**config.mk**
```make
export PLATFORM = sky130hd
export DESIGN_NAME = dfsam_stack_mem
export DESIGN_NICKNAME = d
export VERILOG_FILES = /design/src/hw/rtl/assert_macros.svh /design/src/hw/rtl/dfsam_pkg.sv /design/src/hw/rtl/dfsam_stack_mem.sv
export SDC_FILE = /design/constraint.sdc
export NUM_CORES = 1
export LEC_CHECK = 0
export BUFFER_PORTS_ARGS = -buffer_cell sky130_fd_sc_hd__buf_4
export CAP_MARGIN = 5
export CORE_ASPECT_RATIO = 0.7
export CORE_UTILIZATION = 40
export CTS_BUF_LIST = sky130_fd_sc_hd__clkbuf_2
export DETAILED_ROUTE_END_ITERATION = 8
export GPL_ROUTABILITY_DRIVEN = 0
export PLACE_DENSITY = 0.67
export SYNTH_ARGS = -nofsm -noshare
export SYNTH_HDL_FRONTEND = slang
export SYNTH_SLANG_ARGS = --single-unit
```
**constraint.sdc**
```tcl
create_clock -name clk -period 3 [get_ports clk]
set_input_delay 0.6 -clock clk [delete_from_list [all_inputs] [get_ports clk]]
set_output_delay 0.6 -clock clk [all_outputs]
set_load 0.02 [all_outputs]
```
**src/hw/rtl/assert_macros.svh**
```systemverilog
// Assertion macros for the depth-first walk RTL
`ifndef ASSERT_MACROS_SVH
`define ASSERT_MACROS_SVH

`ifndef SYNTHESIS

// Property holds at every clock edge outside reset
`define DFSAM_ASSERT(label, clk, rst, prop, msg) \
  label: assert property (@(posedge clk) disable iff (rst) (prop)) else $error(msg);

// Antecedent at one edge implies consequent at the next edge
`define DFSAM_ASSERT_NEXT(label, clk, rst, ante, cons, msg) \
  label: assert property (@(posedge clk) disable iff (rst) (ante) |=> (cons)) else $error(msg);

`else

`define DFSAM_ASSERT(label, clk, rst, prop, msg)
`define DFSAM_ASSERT_NEXT(label, clk, rst, ante, cons, msg)

`endif

`endif

```
**src/hw/rtl/dfsam_pkg.sv**
```systemverilog
// Types, constants and helpers for the depth-first adjacency matrix walk
`default_nettype none

package dfsam_pkg;

  localparam int MAX_NODES = 64;
  localparam int NODE_W    = $clog2(MAX_NODES);
  localparam int COUNT_W   = NODE_W + 1;

  localparam logic [COUNT_W-1:0] NODE_COUNT_RST = COUNT_W'(MAX_NODES);

  localparam logic [1:0] MODE_CLEAR = 2'd0;
  localparam logic [1:0] MODE_EDGE  = 2'd1;
  localparam logic [1:0] MODE_WALK  = 2'd2;

  typedef struct packed {
    logic [1:0]        mode;
    logic [NODE_W-1:0] first_node;
    logic [NODE_W-1:0] second_node;
    logic [NODE_W-1:0] start_node;
  } dfsam_in_t;

  typedef struct packed {
    logic [NODE_W-1:0] visited_node;
    logic              last_visit;
  } dfsam_out_t;

  // Adjacency memory request: clear, set one bit, read one row
  typedef struct packed {
    logic              clear;
    logic              wr_en;
    logic [NODE_W-1:0] wr_row;
    logic [NODE_W-1:0] wr_col;
    logic              rd_en;
    logic [NODE_W-1:0] rd_row;
  } adj_req_t;

  // Stack memory request: one write, one read
  typedef struct packed {
    logic              wr_en;
    logic [NODE_W-1:0] wr_addr;
    logic [NODE_W-1:0] wr_data;
    logic              rd_en;
    logic [NODE_W-1:0] rd_addr;
  } stack_req_t;

  // Lowest set bit: {hit, index}. Groups of eight, then the bit inside the group.
  function automatic logic [NODE_W:0] first_set(input logic [MAX_NODES-1:0] v);
    logic [7:0] grp_any;
    logic [7:0] sub;
    logic [2:0] g;
    logic [2:0] b;
    logic       hit;
    for (int i = 0; i < 8; i++) begin
      grp_any[i] = |v[i*8 +: 8];
    end
    g   = '0;
    hit = 1'b0;
    for (int i = 7; i >= 0; i--) begin
      if (grp_any[i]) begin
        g   = 3'(i);
        hit = 1'b1;
      end
    end
    sub = v[g*8 +: 8];
    b   = '0;
    for (int i = 7; i >= 0; i--) begin
      if (sub[i]) begin
        b = 3'(i);
      end
    end
    return {hit, g, b};
  endfunction

endpackage

`default_nettype wire

```
**src/hw/rtl/dfsam_stack_mem.sv**
```systemverilog
// Walk stack memory: node indices, one write and one registered read a cycle
`default_nettype none

module dfsam_stack_mem
  import dfsam_pkg::*;
(
  input  wire logic               clk,
  input  wire stack_req_t         req,
  output logic [NODE_W-1:0]       rd_data
);

  logic [NODE_W-1:0] mem [MAX_NODES];

  always_ff @(posedge clk) begin
    if (req.wr_en) begin
      mem[req.wr_addr] <= req.wr_data;
    end
    if (req.rd_en) begin
      rd_data <= mem[req.rd_addr];
    end
  end

endmodule

`default_nettype wire

```
Word-level counts from Yosys, hierarchy flattened
Memory sizes are Yosys's and may differ from the RTL's. A register that Yosys moved wholly into a read port is not among the register bits.
Index checks and enable logic that the tools add are counted.
Widths: inputs -> output; s select.

storage, ports and cells
  flip-flop bits (word level) = 0
  memory bits (writable) = 384
  input port bits = 21
  output and inout bits = 6
  word-level logic and storage cells = 3
  memories kept = 1

memories
  name  words  bits a word  read ports  clocked after memory_dff  write ports  line                   RTL
  mem   64     6            1           1                         1            dfsam_stack_mem.sv:12  logic [NODE_W-1:0] mem [MAX_NODES];

cells by class
  muxes and demuxes = 2

operators with widths
  operator  count
  $mux 1    2

Depth between registers and ports, before layout
  word-level depth = 2
  gate-level depth with buffers = 7

Worst setup path after synthesis
Ideal clock, no wire load.

  path type = input to register
  from = in req[0] in the netlist's numbering
  to = reg rd_data[0] (read register of mem) (data pin)
  library setup time = 0.257 ns
  arrival = 2.029 ns
  path slack = 0.715 ns
  cell stages on the path = 7
  buffers on the path = 3
  cell sequence = buf_6 > buf_6 > buf_4 > mux4_2 > o22ai_1 > o21ai_1 > a32o_1

RTL lines
  what             line                  RTL
  start, declared  dfsam_stack_mem.sv:8  input wire stack_req_t req,
  end, declared    dfsam_stack_mem.sv:9  output logic [NODE_W-1:0] rd_data

Worst setup path in the final report
  from = reg rd_data[4] (read register of mem)
  to = out rd_data[4]

No word-level cell between the ends.

==> results.txt <==
----------------------------------------------------
[Logic synthesis]
  Syn Inst Count ... 720
  Ranking of synthesized cells by area ... sky130_fd_sc_hd__edfxtp_1 (77%), sky130_fd_sc_hd__mux4_2 (13%), sky130_fd_sc_hd__nor2_1 (1.6%), sky130_fd_sc_hd__mux4_1 (1.0%), sky130_fd_sc_hd__mux2i_1 (0.98%)
  Mapped Nets ... 741
  Most instantiated flip-flop cell in the synthesis netlist ... sky130_fd_sc_hd__edfxtp_1
  Yosys warning count ... 0
  Number of flops mapped to enable cells by yosys ... 390
  Fraction of synthesized cell area taken by the top area cell type ... 76.6%
  Proportion of synthesized chip area in sequential cells ... 76.6%
  Syn Std Cell Area ... 15300 sq um
  Library cells used by synthesis ... 36
  Number of synthesized register bits ... 390
  Synthesized area per cell ... 21.2 sq um
  Share of flip-flops with an asynchronous set or reset ... 0%
  Library cell occupying the most area in the post-synthesis netlist ... sky130_fd_sc_hd__edfxtp_1

[Timing]
  Setup clock skew after layout ... 0.0619 ns
  Setup-failing EPs final ... 0
  Aggregate negative setup slack ... 0 ns
  Period Utilization, post-route ... 73.5%
  Min cycle time layout ... 2.20 ns
  Achievable Freq ... 454 MHz
  Max-slew violation count ... 0
  Worst-margin pin slew ... 0.749 ns
  Setup repair after global routing missed its margin ... no
  Endpoints failing hold ... 0
  Relative slew margins ... 49.9%

[GRT]
  Pin count of the biggest net entering global routing ... 65
  Vias in the first global route ... 7868
  Total global routing overflow ... 0
  Initial antenna violation count ... 0
  Tot GR Track Use ... 18.4%
  Global-route wire length before repair ... 51300 microns

[Setup path]
  CP Class ... reg2out
  Critical path launch point type ... register
  WP data arrival ... 1.60 ns
  Largest driver fanout on the critical path ... 1
  Number of cells on the worst reg-to-reg path ... 5
  Critical path cell sequence ... buf_4
  Crit path buffers/inverters ... 1
  Worst Path Required ... 2.40 ns
  Critical Path Sink Type ... primary output
  FF-to-FF setup slack ... 0.99 ns
  Largest delay share family, worst path ... flip-flops
  Terminus of the critical flop-to-flop path ... rd_data[2]
  Standard cell with the maximum stage delay on the critical path ... sky130_fd_sc_hd__edfxtp_1
  Crit path depth ... 1
  Startpoint of the worst-slack reg-to-reg timing path ... mem[44][2]
  Delay of the slowest critical-path stage ... 0.48 ns
  Launching instance or port of the critical path ... rd_data[4]
  CP Capture Point ... rd_data[4]

[CTS]
  Cts hold-fix bufs ... 2
  Buffer cell driving the clock tree root ... sky130_fd_sc_hd__clkbuf_2
  Number of gates given a new drive strength after cts ... 0
  Total clock buffers created by CTS ... 83
  Clock transition at the registers of the reported paths ... 0.12 ns
  CTS H-tree depth ... 3
  Count of buffers added by post-CTS timing repair for setup ... 0
  Clock latency reported for the late side of the worst-skew pair ... 0.98 ns
  Number of sinks on the clock net ... 390
  Maximum buffer depth of the clock tree ... 3
  TritonCTS clock tree ... built

[Detailed routing]
  1st-iter DRT viols ... 919
  Vias per std cell ... 5.60
  Wire length per cell ... 24.5 microns
  Number of nets with antenna violations after routing ... 0
  Final WL ... 34900 microns
  DRC violations left ... 0
  Detailed-routing iteration count for the pre-antenna-repair pass ... 5
  Detailed-route via count ... 7959

[Floorplanning]
  Area inside the core boundary ... 37400 sq um
  Number of rows in the core area ... 59
  Width of the die ... 236 microns
  Overall die area ... 39000 sq um
  Effective utilization at floorplan ... 40.8%
  I/O pin count ... 27
  Die span in y ... 166 microns

[Pwr]
  Switch share ... 24.2%
  Maximum vdd ir drop ... 0.000333 V
  Sw Pwr ... 2.38 mW
  P_int ... 7.47 mW
  Part of the power in combinational logic ... 6.2%
  Total leakage power ... 5.60 nW
  Sequential power share ... 61.4%
  Total power divided by cell area ... 571 nW/um^2
  Clock share of power ... 32.4%

[Finish]
  Combined area of the multi-input logic cells ... 3320 sq um
  Number of nets in the final layout ... 894
  Most frequent standard cell in the layout excluding fill and tap cells ... sky130_fd_sc_hd__edfxtp_1
  Share of final-layout standard cells stronger than drive strength 1 ... 34.8%
  Post-layout util ... 46.1%
  Register area ... 11700 sq um
  Commonest cells after routing, fill and taps aside ... sky130_fd_sc_hd__edfxtp_1 (390), sky130_fd_sc_hd__clkbuf_2 (113), sky130_fd_sc_hd__buf_4 (100)
  Fill cells ... 3141
  Non-filler cells, final ... 1422
  Area grow syn2layout ... 12.8%

[Place]
  IO Port Bufs ... 26
  Number of cells in the design after placement ... 1274
  HPWL Detailed ... 21900 microns

[Hold path]
  Class of the worst hold path ... in2reg
  Worst min-delay path startpoint ... req[14]

[Flow run]
  Number of max-cap violations ... 0

[Status]
  Status ... complete, no violations

----------------------------------------------------
## cell families after synthesis
| family | Yosys count | synth area share [%] |
|---|---|---|
| compound gates | 54 | 2.59 |
| buf+inv | 39 | 1.65 |
| flops | 390 | 76.6 |
| mux | 117 | 15.5 |
| simple gates | 120 | 3.66 |
## registers in the layout, indices dropped and copies added (netlist names)
register  count
mem         384
rd_data       6
## through the flow
step	instance area [sq um]	hold slack, ns	power [mW]	setup slack (ns)
2_1_floorplan	15300	0.699	6.50	0.715
3_3_place_gp	16500	0.872	6.77	0.362
3_5_place_dp	16500	0.872	6.78	0.339
4_1_cts	17200	0.0816	9.94	0.708
5_1_grt	17200	0.0970	10.2	0.712
6_report	17200	0.198	9.85	0.795
## power groups by stage
stage,Clock (mW),Sequential (mW),Combinational [mW]
global route,3.54,6.05,0.647
floorplan,0,6.18,0.326
global placement,0,6.17,0.596
finish,3.19,6.05,0.611
CTS,3.27,6.05,0.610
detailed placement,0,6.18,0.607
## layout make-up
type	count	area share [%]
clock buffers	113	3.28
well taps	488	3.54
flip-flops and latches	390	67.9
repair buffers	107	5.00
clock inverters	32	1.01
multi-input cells	291	19.3
diodes	1	0.0145
## worst min path at each step
stage / end / slack (ns) / cells past startpoint
finish: mem[48][2] / 0.20 / 3
global route: mem[49][4] / 0.1 / 3
floorplan: mem[0][0] / 0.70 / 0
CTS: mem[49][4] / 0.08 / 3
global placement: rd_data[2] / 0.87 / 1
detailed placement: rd_data[2] / 0.87 / 1
## synthesized netlist by cell type (5+ instances only)
cell	count
sky130_fd_sc_hd__o22ai_1	12
sky130_fd_sc_hd__mux2_2	9
sky130_fd_sc_hd__mux2i_1	15
sky130_fd_sc_hd__a21oi_1	6
sky130_fd_sc_hd__nor3_1	5
sky130_fd_sc_hd__nor2b_1	8
sky130_fd_sc_hd__mux4_2	87
sky130_fd_sc_hd__buf_6	5
sky130_fd_sc_hd__clkbuf_1	16
sky130_fd_sc_hd__nand2_1	8
sky130_fd_sc_hd__mux4_1	6
sky130_fd_sc_hd__a211oi_1	6
sky130_fd_sc_hd__nor2_1	67
sky130_fd_sc_hd__o221ai_1	9
sky130_fd_sc_hd__nand3_1	11
sky130_fd_sc_hd__edfxtp_1	390
sky130_fd_sc_hd__buf_2	13
sky130_fd_sc_hd__o22a_1	6
sky130_fd_sc_hd__o21ai_1	6
sky130_fd_sc_hd__nand2b_1	5
## tightest hold or removal path, cell delays in order
cell and delay [ns]:
sky130_fd_sc_hd__buf_4 0.13, sky130_fd_sc_hd__nor3_1 0.06, sky130_fd_sc_hd__buf_4 0.16
## layer usage
layer | vias up | global-route usage (%) | routed length, microns
met5 | - | 1.39 | 69
met4 | 2 | 5.26 | 488
met3 | 39 | 6.08 | 3870
met2 | 441 | 24.5 | 14600
met1 | 4090 | 28.2 | 15900
li1 | 3387 | - | -
Power figures use the tool's default switching activity.
